**config.mk**
```make
export PLATFORM = sky130hd
export DESIGN_NAME = nmea_sentence_framer_core
export DESIGN_NICKNAME = d
export VERILOG_FILES = /design/src/design/nsf_pkg.sv /design/src/design/nmea_sentence_framer_core.sv /design/src/design/nsf_framer.sv
export SDC_FILE = /design/constraint.sdc
export NUM_CORES = 1
export LEC_CHECK = 0
export BUFFER_PORTS_ARGS = -buffer_cell sky130_fd_sc_hd__clkbuf_2
export CAP_MARGIN = 40
export CORE_ASPECT_RATIO = 0.8
export CORE_MARGIN = 5
export CORE_UTILIZATION = 45
export CTS_BUF_LIST = sky130_fd_sc_hd__clkbuf_4 sky130_fd_sc_hd__clkbuf_8 sky130_fd_sc_hd__clkbuf_16
export DETAILED_ROUTE_END_ITERATION = 6
export PLACE_DENSITY_LB_ADDON = 0.08
export SETUP_SLACK_MARGIN = 0.1
export SYNTH_ARGS = -nofsm -noshare
export SYNTH_HDL_FRONTEND = slang
export SYNTH_SLANG_ARGS = --single-unit
```
**constraint.sdc**
```tcl
create_clock -name clock -period 4.65 [get_ports clock]
set_input_delay 0.93 -clock clock [delete_from_list [all_inputs] [get_ports clock]]
set_output_delay 0.93 -clock clock [all_outputs]
set_load 0.02 [all_outputs]
```
**src/design/nsf_pkg.sv**
```systemverilog
// Shared types, character codes and decode functions for the NMEA sentence framer.
// Used by nsf_framer and nmea_sentence_framer_core; no dependencies.
package nsf_pkg;

   // Default cap on the buffered sentence size (bytes kept = NSF_MAX_LEN - 1).
   localparam int NSF_MAX_LEN = 128;

   localparam logic [7:0] NSF_CHAR_DOLLAR = 8'h24;
   localparam logic [7:0] NSF_CHAR_STAR   = 8'h2A;
   localparam logic [7:0] NSF_CHAR_LF     = 8'h0A;
   localparam logic [7:0] NSF_CHAR_CR     = 8'h0D;
   localparam logic [7:0] NSF_CHAR_0      = 8'h30;
   localparam logic [7:0] NSF_CHAR_9      = 8'h39;
   localparam logic [7:0] NSF_CHAR_UA     = 8'h41;
   localparam logic [7:0] NSF_CHAR_UF     = 8'h46;
   localparam logic [7:0] NSF_CHAR_LA     = 8'h61;
   localparam logic [7:0] NSF_CHAR_LF_HEX = 8'h66;
   localparam logic [7:0] NSF_CHAR_G      = 8'h47;
   localparam logic [7:0] NSF_CHAR_R      = 8'h52;
   localparam logic [7:0] NSF_CHAR_M      = 8'h4D;
   localparam logic [7:0] NSF_CHAR_C      = 8'h43;
   localparam logic [7:0] NSF_CHAR_S      = 8'h53;
   localparam logic [7:0] NSF_CHAR_V      = 8'h56;
   localparam logic [7:0] NSF_CHAR_T      = 8'h54;

   // Offset from a letter to its hex value ('A' - 10 and 'a' - 10).
   localparam logic [7:0] NSF_UPPER_OFS = 8'h37;
   localparam logic [7:0] NSF_LOWER_OFS = 8'h57;

   // Sentence id of the smallest length that can be classified ($ + 5 chars).
   localparam int NSF_MIN_ID_LEN = 6;

   typedef enum logic [2:0] {
      NSF_UNKNOWN = 3'd0,
      NSF_GGA     = 3'd1,
      NSF_RMC     = 3'd2,
      NSF_GSV     = 3'd3,
      NSF_GSA     = 3'd4,
      NSF_VTG     = 3'd5
   } nsf_stype_type;

   // Result of one processed byte, before the output register.
   typedef struct packed {
      logic          emit;
      nsf_stype_type stype;
      logic          ok;
   } nsf_result_type;

   // Return {valid, value} for one ASCII hex digit.
   function automatic logic [4:0] nsf_hex_digit(input logic [7:0] c);
      logic [7:0] d;
      logic       v;
      d = 8'h00;
      v = 1'b0;
      if (c >= NSF_CHAR_0 && c <= NSF_CHAR_9) begin
         d = c - NSF_CHAR_0;
         v = 1'b1;
      end else if (c >= NSF_CHAR_UA && c <= NSF_CHAR_UF) begin
         d = c - NSF_UPPER_OFS;
         v = 1'b1;
      end else if (c >= NSF_CHAR_LA && c <= NSF_CHAR_LF_HEX) begin
         d = c - NSF_LOWER_OFS;
         v = 1'b1;
      end
      return {v, d[3:0]};
   endfunction

   // Parse up to two hex digits from the left; stop at the first non-hex byte.
   function automatic logic [7:0] nsf_parse_hex(input logic [7:0] h0, input logic [7:0] h1);
      logic [4:0] d0;
      logic [4:0] d1;
      logic [7:0] v;
      d0 = nsf_hex_digit(h0);
      d1 = nsf_hex_digit(h1);
      v  = 8'h00;
      if (d0[4]) begin
         if (d1[4]) v = {d0[3:0], d1[3:0]};
         else       v = {4'h0, d0[3:0]};
      end
      return v;
   endfunction

   function automatic nsf_stype_type nsf_classify(input logic [7:0] a, input logic [7:0] b,
                                                  input logic [7:0] c);
      nsf_stype_type t;
      t = NSF_UNKNOWN;
      if (a == NSF_CHAR_G && b == NSF_CHAR_G && c == NSF_CHAR_UA)      t = NSF_GGA;
      else if (a == NSF_CHAR_R && b == NSF_CHAR_M && c == NSF_CHAR_C) t = NSF_RMC;
      else if (a == NSF_CHAR_G && b == NSF_CHAR_S && c == NSF_CHAR_V) t = NSF_GSV;
      else if (a == NSF_CHAR_G && b == NSF_CHAR_S && c == NSF_CHAR_UA) t = NSF_GSA;
      else if (a == NSF_CHAR_V && b == NSF_CHAR_T && c == NSF_CHAR_G) t = NSF_VTG;
      return t;
   endfunction

endpackage

```
**src/design/nmea_sentence_framer_core.sv**
```systemverilog
// Top level of the NMEA 0183 sentence framer and checksum checker.
// Depends on nsf_pkg and nsf_framer.
//
// Usage:
//   req_* carries one received character per item (req_rx_byte). An item is
//   taken at a rising edge with req_valid high and req_stall low.
//   rsp_* carries one result item per line feed that ends a sentence:
//   rsp_sentence_type (0 unknown, 1 GGA, 2 RMC, 3 GSV, 4 GSA, 5 VTG),
//   rsp_sum_match and rsp_sentence_length (dollar to line feed, capped at
//   MAX_LEN - 1, low 7 bits). Bytes outside a sentence produce no item.
// Timing: an item is taken into the input register and then processed by
//   the framer; its result, if any, enters the result register at the edge
//   that processes it and shows on rsp_* right after that edge.
// Throughput: one byte per cycle while rsp_stall is low, set by the
//   single input register feeding the per-byte framer and result register.
// Reset: synchronous, active high; the framer returns to hunting for a
//   dollar and both registers empty. No clearing pass is needed.
// Stall: while a result waits under rsp_stall the framer halts; the input
//   register takes at most one more item and then raises req_stall until
//   the result drains.
module nmea_sentence_framer_core #(
   parameter int MAX_LEN = nsf_pkg::NSF_MAX_LEN
) (
   input  logic       clock,
   input  logic       reset,
   input  logic       req_valid,
   output logic       req_stall,
   input  logic [7:0] req_rx_byte,
   output logic       rsp_valid,
   input  logic       rsp_stall,
   output logic [2:0] rsp_sentence_type,
   output logic       rsp_sum_match,
   output logic [6:0] rsp_sentence_length
);
   import nsf_pkg::*;

   localparam int PW = $clog2(MAX_LEN);
   localparam int LW = PW + 1;

   // input register
   logic       in_valid_ff;
   logic [7:0] in_byte_ff;

   // result register
   logic       rsp_valid_ff;
   logic [2:0] rsp_type_ff;
   logic       rsp_ok_ff;
   logic [6:0] rsp_len_ff;

   logic           out_free;
   logic           proc_go;
   nsf_result_type res;
   logic [LW-1:0]  res_length;
   logic [LW+6:0]  len_wide;

   // The result register can take a new value when empty or being drained.
   assign out_free  = !rsp_valid_ff || !rsp_stall;
   assign proc_go   = in_valid_ff && out_free;
   // Hold the held byte only when it cannot advance into the framer.
   assign req_stall = in_valid_ff && !out_free;

   always_ff @(posedge clock) begin
      if (reset) begin
         in_valid_ff <= 1'b0;
      end else if (!req_stall) begin
         in_valid_ff <= req_valid;
      end
   end

   always_ff @(posedge clock) begin
      if (!req_stall && req_valid) begin
         in_byte_ff <= req_rx_byte;
      end
   end

   nsf_framer #(
      .MAX_LEN (MAX_LEN),
      .PW      (PW),
      .LW      (LW)
   ) u_framer (
      .clock      (clock),
      .reset      (reset),
      .byte_go    (proc_go),
      .byte_val   (in_byte_ff),
      .res        (res),
      .res_length (res_length)
   );

   // Zero-extend before taking the low 7 bits so any MAX_LEN fits.
   assign len_wide = {7'b0, res_length};

   always_ff @(posedge clock) begin
      if (reset) begin
         rsp_valid_ff <= 1'b0;
      end else if (out_free) begin
         rsp_valid_ff <= proc_go && res.emit;
      end
   end

   // Load the payload only with a fresh result; a stalled result holds.
   always_ff @(posedge clock) begin
      if (out_free && proc_go && res.emit) begin
         rsp_type_ff <= res.stype;
         rsp_ok_ff   <= res.ok;
         rsp_len_ff  <= len_wide[6:0];
      end
   end

   assign rsp_valid           = rsp_valid_ff;
   assign rsp_sentence_type   = rsp_type_ff;
   assign rsp_sum_match       = rsp_ok_ff;
   assign rsp_sentence_length = rsp_len_ff;

endmodule

```
**src/design/nsf_framer.sv**
```systemverilog
// Per-byte sentence state: position, running XOR, star capture, id capture.
// Depends on nsf_pkg; instantiated by nmea_sentence_framer_core.
module nsf_framer #(
   parameter int MAX_LEN = nsf_pkg::NSF_MAX_LEN,
   parameter int PW      = $clog2(MAX_LEN),
   parameter int LW      = PW + 1
) (
   input  logic                    clock,
   input  logic                    reset,
   input  logic                    byte_go,
   input  logic [7:0]              byte_val,
   output nsf_pkg::nsf_result_type res,
   output logic [LW-1:0]           res_length
);
   import nsf_pkg::*;

   localparam logic [LW-1:0] CAP = LW'(MAX_LEN - 1);

   logic          in_sentence_ff, in_sentence_in;
   logic [PW-1:0] pos_ff, pos_in;
   logic [7:0]    xor_ff, xor_in;
   logic          stopped_ff, stopped_in;
   logic          star_seen_ff, star_seen_in;
   logic [PW-1:0] star_pos_ff, star_pos_in;
   logic [7:0]    hex_ff [2];
   logic [7:0]    hex_in [2];
   logic [7:0]    id_ff [3];
   logic [7:0]    id_in [3];

   logic [LW-1:0] pos_w, star_w, len_raw, len_cap;
   logic          kept, is_lf, is_term;

   always_comb begin
      pos_w   = {1'b0, pos_ff};
      star_w  = {1'b0, star_pos_ff};
      kept    = in_sentence_ff && (pos_w < CAP);
      is_lf   = (byte_val == NSF_CHAR_LF);
      is_term = (byte_val == NSF_CHAR_STAR) || (byte_val == NSF_CHAR_CR) || is_lf;

      in_sentence_in = in_sentence_ff;
      pos_in         = pos_ff;
      xor_in         = xor_ff;
      stopped_in     = stopped_ff;
      star_seen_in   = star_seen_ff;
      star_pos_in    = star_pos_ff;
      hex_in         = hex_ff;
      id_in          = id_ff;

      if (!in_sentence_ff) begin
         // hunt for the opening dollar
         if (byte_val == NSF_CHAR_DOLLAR) begin
            in_sentence_in = 1'b1;
            pos_in         = PW'(1);
            xor_in         = 8'h00;
            stopped_in     = 1'b0;
            star_seen_in   = 1'b0;
            star_pos_in    = '0;
         end
      end else begin
         if (kept) begin
            if (!stopped_ff) begin
               if (is_term) stopped_in = 1'b1;
               else         xor_in     = xor_ff ^ byte_val;
            end
            if (star_seen_ff) begin
               if (pos_w == star_w + LW'(1))      hex_in[0] = byte_val;
               else if (pos_w == star_w + LW'(2)) hex_in[1] = byte_val;
            end else if (byte_val == NSF_CHAR_STAR) begin
               star_seen_in = 1'b1;
               star_pos_in  = pos_ff;
            end
            if (pos_w == LW'(3)) id_in[0] = byte_val;
            if (pos_w == LW'(4)) id_in[1] = byte_val;
            if (pos_w == LW'(5)) id_in[2] = byte_val;
            pos_in = pos_ff + PW'(1);
         end
         if (is_lf) in_sentence_in = 1'b0;
      end

      len_raw    = pos_w + LW'(1);
      len_cap    = (len_raw > CAP) ? CAP : len_raw;
      res_length = len_cap;
      res.emit   = byte_go && in_sentence_ff && is_lf;
      res.ok     = star_seen_ff && ((star_w + LW'(2)) < len_cap) &&
                   (nsf_parse_hex(hex_in[0], hex_in[1]) == xor_ff);
      res.stype  = (len_cap >= LW'(NSF_MIN_ID_LEN)) ?
                   nsf_classify(id_in[0], id_in[1], id_in[2]) : NSF_UNKNOWN;
   end

   always_ff @(posedge clock) begin
      if (reset) begin
         in_sentence_ff <= 1'b0;
         pos_ff         <= '0;
         xor_ff         <= 8'h00;
         stopped_ff     <= 1'b0;
         star_seen_ff   <= 1'b0;
         star_pos_ff    <= '0;
      end else if (byte_go) begin
         in_sentence_ff <= in_sentence_in;
         pos_ff         <= pos_in;
         xor_ff         <= xor_in;
         stopped_ff     <= stopped_in;
         star_seen_ff   <= star_seen_in;
         star_pos_ff    <= star_pos_in;
      end
   end

   // capture stores: read only after being written in the current sentence
   always_ff @(posedge clock) begin
      if (byte_go) begin
         hex_ff <= hex_in;
         id_ff  <= id_in;
      end
   end

`ifndef SYNTHESIS
   a_ok_needs_star_and_digits: assert property (@(posedge clock) disable iff (reset)
      res.emit && res.ok |-> res_length >= LW'(4))
      else $error("sum match on a sentence too short to hold a star and two digits");

   a_type_needs_id: assert property (@(posedge clock) disable iff (reset)
      res.emit && (res.stype != NSF_UNKNOWN) |-> res_length >= LW'(NSF_MIN_ID_LEN))
      else $error("sentence type decoded on a sentence shorter than its id");

   a_lf_closes: assert property (@(posedge clock) disable iff (reset)
      res.emit |=> !in_sentence_ff)
      else $error("line feed did not close the sentence");

   a_open_at_one: assert property (@(posedge clock) disable iff (reset)
      $rose(in_sentence_ff) |-> pos_ff == PW'(1) && !star_seen_ff && !stopped_ff)
      else $error("sentence opened with stale position or flags");
`endif

endmodule
```
==> Word level (Yosys, flattened, before mapping) <==
Cells that the tools add are included.
{ "word_totals": {"regBits": 86} }
{ "classes": {"addsub": 10, "order_cmp": 16, "n_eq_ne": 26, "n_mux": 56, "bitwise": 2, "reduce_logical": 39} }
{ "ops": {"columns": ["cell", "count"], "rows": [
  ["two-way mux 8 bit", 14],
  ["equality test 8 x 7 -> 1 bit (second input constant)", 11],
  ["two-way mux 7 bit", 8],
  ["two-way mux 16 bit", 3],
  ["two-way mux 24 bit", 2],
  [">= comparator 8 x 7 -> 1 bit (second input constant)", 4],
  ["less-or-equal comparator 8 x 7 -> 1 bit (second input constant)", 4],
  ["logical AND 1 bit", 26],
  ["two-way mux 4 bit", 6],
  ["two-way mux 1 bit", 19],
  ["adder 7 x 1 -> 8 bit (second input constant)", 2],
  ["equality test 7 x 8 -> 1 bit", 2],
  ["equality test 8 x 4 -> 1 bit (second input constant)", 2],
  ["equality test 8 x 6 -> 1 bit (second input constant)", 2],
  [">= comparator 8 x 6 -> 1 bit (second input constant)", 2],
  ["less-or-equal comparator 8 x 6 -> 1 bit (second input constant)", 2],
  ["subtractor 4 x 3 -> 4 bit (second input constant)", 4],
  ["equality test 7 x 3 -> 1 bit (second input constant)", 2],
  ["!= test 2 bit (second input constant)", 5],
  ["AND reduction 5 bit", 2],
  ["adder 7 x 2 -> 8 bit (second input constant)", 1],
  ["equality test 8 bit", 1],
  [">= comparator 8 x 3 -> 1 bit (second input constant)", 1],
  ["> comparator 8 x 7 -> 1 bit (second input constant)", 1],
  ["15 further kinds", 23]
]} }

==> Longest topological paths before layout <==
{ "logic_depth": {"depth_word": 16, "depth_mapped": 21, "mapped_depth_nobuf": 19} }

==> Modules after synthesis <==
Synthesis repeated with hierarchy kept, for this count alone.
{ "hier_totals": {"cells_unflattened": 567, "area_unflattened_um2": 5672.9} }
{ "by_module_without_submodules": {"columns": ["module", "n_inst", "cells_each", "area_per_inst_um2", "seq_area_each_um2"], "rows": [
  ["nsf_framer", 1, 536, 5008.6, 1701.6],
  ["nmea_sentence_framer_core", 1, 31, 664.4, 610.6]
]} }

==> Least setup slack after synthesis <==
Ideal clock, no wire load.
{ "synth_path": {"kind": "register to register", "start": "register u_framer.star_pos_ff[1]", "end": "register rsp_ok_ff (netlist: rsp_sum_match), data pin", "t_arrival_ns": 4.332, "required_ns": 4.460, "setup_slack_ns": 0.128, "path_stages_with_launch": 18, "n_path_buf": 1, "synth_period_minus_slack_ns": 4.522, "cell_sequence": "dfxtp_1 -> ha_1 -> and3_4 -> a311oi_2 -> o221ai_1 -> a211oi_2 -> buf_6 -> mux2i_1 -> ha_1 -> o21bai_1 -> a2111oi_2 -> mux2i_1 -> and2_1 -> a31oi_4 -> and2_4 -> a21boi_2 -> o221ai_2 -> a2111oi_2"} }
{ "synth_lines": {"columns": ["element", "line", "rtl"], "rows": [
  ["from (decl)", "nsf_framer.sv:24", "logic [PW-1:0] star_pos_ff, star_pos_in;"],
  ["from (signal assigned)", "nsf_framer.sv:104", "star_pos_ff <= star_pos_in;"],
  ["to (signal assigned)", "nmea_sentence_framer_core.sv:104", "rsp_ok_ff <= res.ok;"],
  ["to (decl)", "nmea_sentence_framer_core.sv:47", "logic rsp_ok_ff;"]
]} }

==> impl_metrics.ini <==
[outcome]
status = completed

[worst_setup_path]
path_delay_family = compound AO/OA/AOI/OAI gates
worstPathRequired_ps = 4800
crit_fanout = 7
cp_data_arrival_time_ps = 4490
path_depth = 21
slowest_delay_ps = 370
start_kind = register
crit_chain = ha_1 -> buf_4 -> and4b_1 -> or3_4 -> a31oi_4 -> a211oi_4 -> buf_6 -> mux2i_4 -> inv_2 -> ha_4 -> o21bai_4 -> a2111oi_4 -> buf_4 -> xnor2_1 -> mux2_2 -> a211o_1 -> o21ai_1 -> inv_2 -> o21ai_0 -> a2bb2oi_1 -> a2111oi_2
crit_type = reg2reg
reg2reg_slack_ps = 300
worst_r2r_endpoint = rsp_sum_match
worstSetupEndpointType = register
crit_start = u_framer.star_pos_ff[1]
crit_buf_inv = 5
crit_path_end = rsp_sum_match
r2r_cells = 21
cp_slowest_cell = or3_4
regToRegStartpoint = u_framer.star_pos_ff[1]

[timing]
period_share_pct = 93.5
hold_viol = 0
worst_slack_ps = 302
rsz0062_at_grt = no
clock_skew_ps = 10.9
setup_tns_ps = 0
maxSlewViolCount = 0
relSlewSlack_pct = 41.0
worst_pin_slew_ps = 885
fmax_mhz = 230
period_minus_slack_ps = 4350
finalSetupViolations = 0

[floorplan]
fp.dieH_um = 109
start_util_pct = 45.9
fp-row-count = 36
die_w_um = 134
dieArea_um2 = 14700
core_area_um2 = 12100
top_level_ports = 25

[placed_design]
numPortBuffers = 24
gp_congestion = 0.903
dpl_worst_slack_ps = 31.6
dp_cells = 745
hpwl_um = 10100

[route]
met2_length_um = 5920
routed-wl-met3_um = 925
wirelength_um = 14100
firstDrtPassIters = 5
drcViolationCount = 0
ant_nets = 0
wl_per_cell_um = 18.4
drt_iter0_drc = 372
top_layer_used = met4
wl_met1_um = 7070
routed_via_density = 5.75
num_vias = 4403

[logic_synthesis]
syn-mean-instance-area_um2 = 9.70
synth_edf_count = 59
synth_area_um2 = 5560
ys.warnings.count = 0
async_flop_share_pct = 0
ys_ff_latch = 86
synthFlopType = edfxtp_1
syn_inst = 573
ys_types = 75
ys_seq_area_share_pct = 41.6
syn_nets = 605

[final_layout]
final_cell_count_no_fill = 766
nets = 641
drive_above_1_share_pct = 25.6
num_antenna_cells = 0
layout_commonest_cell = edfxtp_1
syn_to_final_growth_pct = 17.0
layout_common_cells = edfxtp_1, nand2_1, nor2_1

[clocking]
clock_latency_ps = 340
cts-root-buf = clkbuf_16
cts_inserted_buffers = 9
path_clk_slew_ps = 70
cts_tree = done
cts_sinks = 86
clock_path_buffers = 2
htreeDepth = 3

[flow_run]
cap_violations = 0

[grt]
grt_max_degree = 43
grt_pass1_vias = 4305
grt_util_all_layers_pct = 19.7
grt_antenna_before_repair = 0
grt_pass1_wl_um = 22600
overflow = 0

[power_and_ir_drop]
p_leak_nw = 2.30
ir_drop_mv = 0.229
total_power_mw = 1.69
p_per_area_nw_per_um2 = 260

[hold_path]
hold_class = reg2reg
[state kept, by name, indices dropped and copies added, names as in the netlist, 3 cells and up]
signal and flops:
u_framer.xor_ff 8, u_framer.id_ff 24, u_framer.star_pos_ff 7, u_framer.hex_ff 16, in_byte_ff 8, rsp_sentence_length 7
rsp_sentence_type 3, u_framer.pos_ff 7
[synth_stat cells (2+ instances only)]
library cell	instances	share of area, %
o22ai_1	2	0.23
a21oi_1	22	2.0
nand2b_1	10	1.1
buf_6	3	0.61
a2111oi_2	2	0.54
nand3_1	26	2.3
a22oi_1	2	0.27
nand2_1	52	3.5
nor3_1	13	1.2
mux2_2	34	6.9
nor2_1	44	3.0
dfxtp_1	27	9.7
clkbuf_2	2	0.18
and3_1	12	1.4
clkbuf_1	22	1.5
o221ai_1	2	0.32
o21a_1	5	0.68
and3b_1	2	0.32
nand3b_1	7	0.95
nor3b_1	7	0.95
and2_1	3	0.34
a211oi_1	5	0.68
o21ai_0	20	1.8
buf_4	2	0.27
xor2_1	18	2.8
nor4b_1	2	0.32
nand4_1	8	0.90
mux2i_1	16	2.9
nor2b_1	8	0.90
xnor2_1	14	2.2
buf_2	6	0.54
a2bb2oi_1	2	0.32
nor4_1	8	0.90
a31oi_1	10	1.1
o211ai_1	2	0.27
nor4bb_1	2	0.36
inv_1	29	2.0
ha_1	20	4.5
edfxtp_1	59	32
o21ai_1	2	0.18
o21bai_1	6	0.81
o31ai_1	2	0.27
[area by class of cell]
class                   count  area [um^2]
flip-flops and latches     86         2310
well taps                 152          190
clock inverters             5         83.8
repair buffers             61          404
clock buffers              11          240
multi-input cells         421         3160
inverters                  30          115
fillers                  1064         5610
[stage by stage]
| stage | util, % | hold slack (ps) | area (um^2) |
|---|---|---|---|
| after floorplan | - | 463 | 5560 |
| after CTS | 51.8 | 489 | 6280 |
| final | 53.7 | 492 | 6500 |
| after detailed placement | 49.0 | 477 | 5940 |
| after global placement | 48.9 | 475 | 5930 |
| after global routing | 53.7 | 519 | 6500 |
[worst min-delay path by stage]
stage	from	endpoint	slack (ps)	cells past startpoint
after floorplan	u_framer.stopped_ff	u_framer.stopped_ff	460	2
after global placement	rsp_valid	rsp_valid	470	2
after detailed placement	rsp_valid	rsp_valid	480	2
after CTS	rsp_valid	rsp_valid	490	2
after global routing	rsp_valid	rsp_valid	520	2
final	rsp_valid	rsp_valid	490	2
[metal layers]
layer	vias to the layer above	GRT usage, %
li1	2147	-
met1	2126	29.1
met2	114	28.4
met3	16	4.99
met4	0	5.60
met5	-	0
[timing repair]
action,in CTS,in global routing
gates resized for setup,0,42
pin swaps,1,12
hold buffers,0,0
buffers inserted,2,3
endpoints found under the setup margin,1,1
[worst reg2reg max path, delay by kind of cell, from the launching register on]
kind,cells,cell delay (ps)
mux,2,470
xor+xnor,1,90
simple gates,2,540
flops,1,350
buf+inv,5,670
compound gates,9,1660
fa+ha+maj,2,370
[report_power, final]
group / internal, mW / switching (mW)
clock network: 0.485 / 0.313
logic: 0.0165 / 0.0289
registers: 0.820 / 0.0242
total: 1.32 / 0.366
[logic make-up (layout without fill, tap and decap cells)]
logic type	count (synthesis)	in the layout	share of synthesized area, %
adder cells (fa/ha/maj)	20	20	4.50
multiplexers	51	51	9.97
AND/OR/NAND/NOR	215	215	20.0
flip-flops	86	86	41.6
XOR/XNOR	33	33	5.47
buffers and inverters	66	107	5.18
AO/OA/AOI/OAI	101	101	13.2
other	1	1	0.0675
Note: power is estimated with default switching activity, not from simulation.
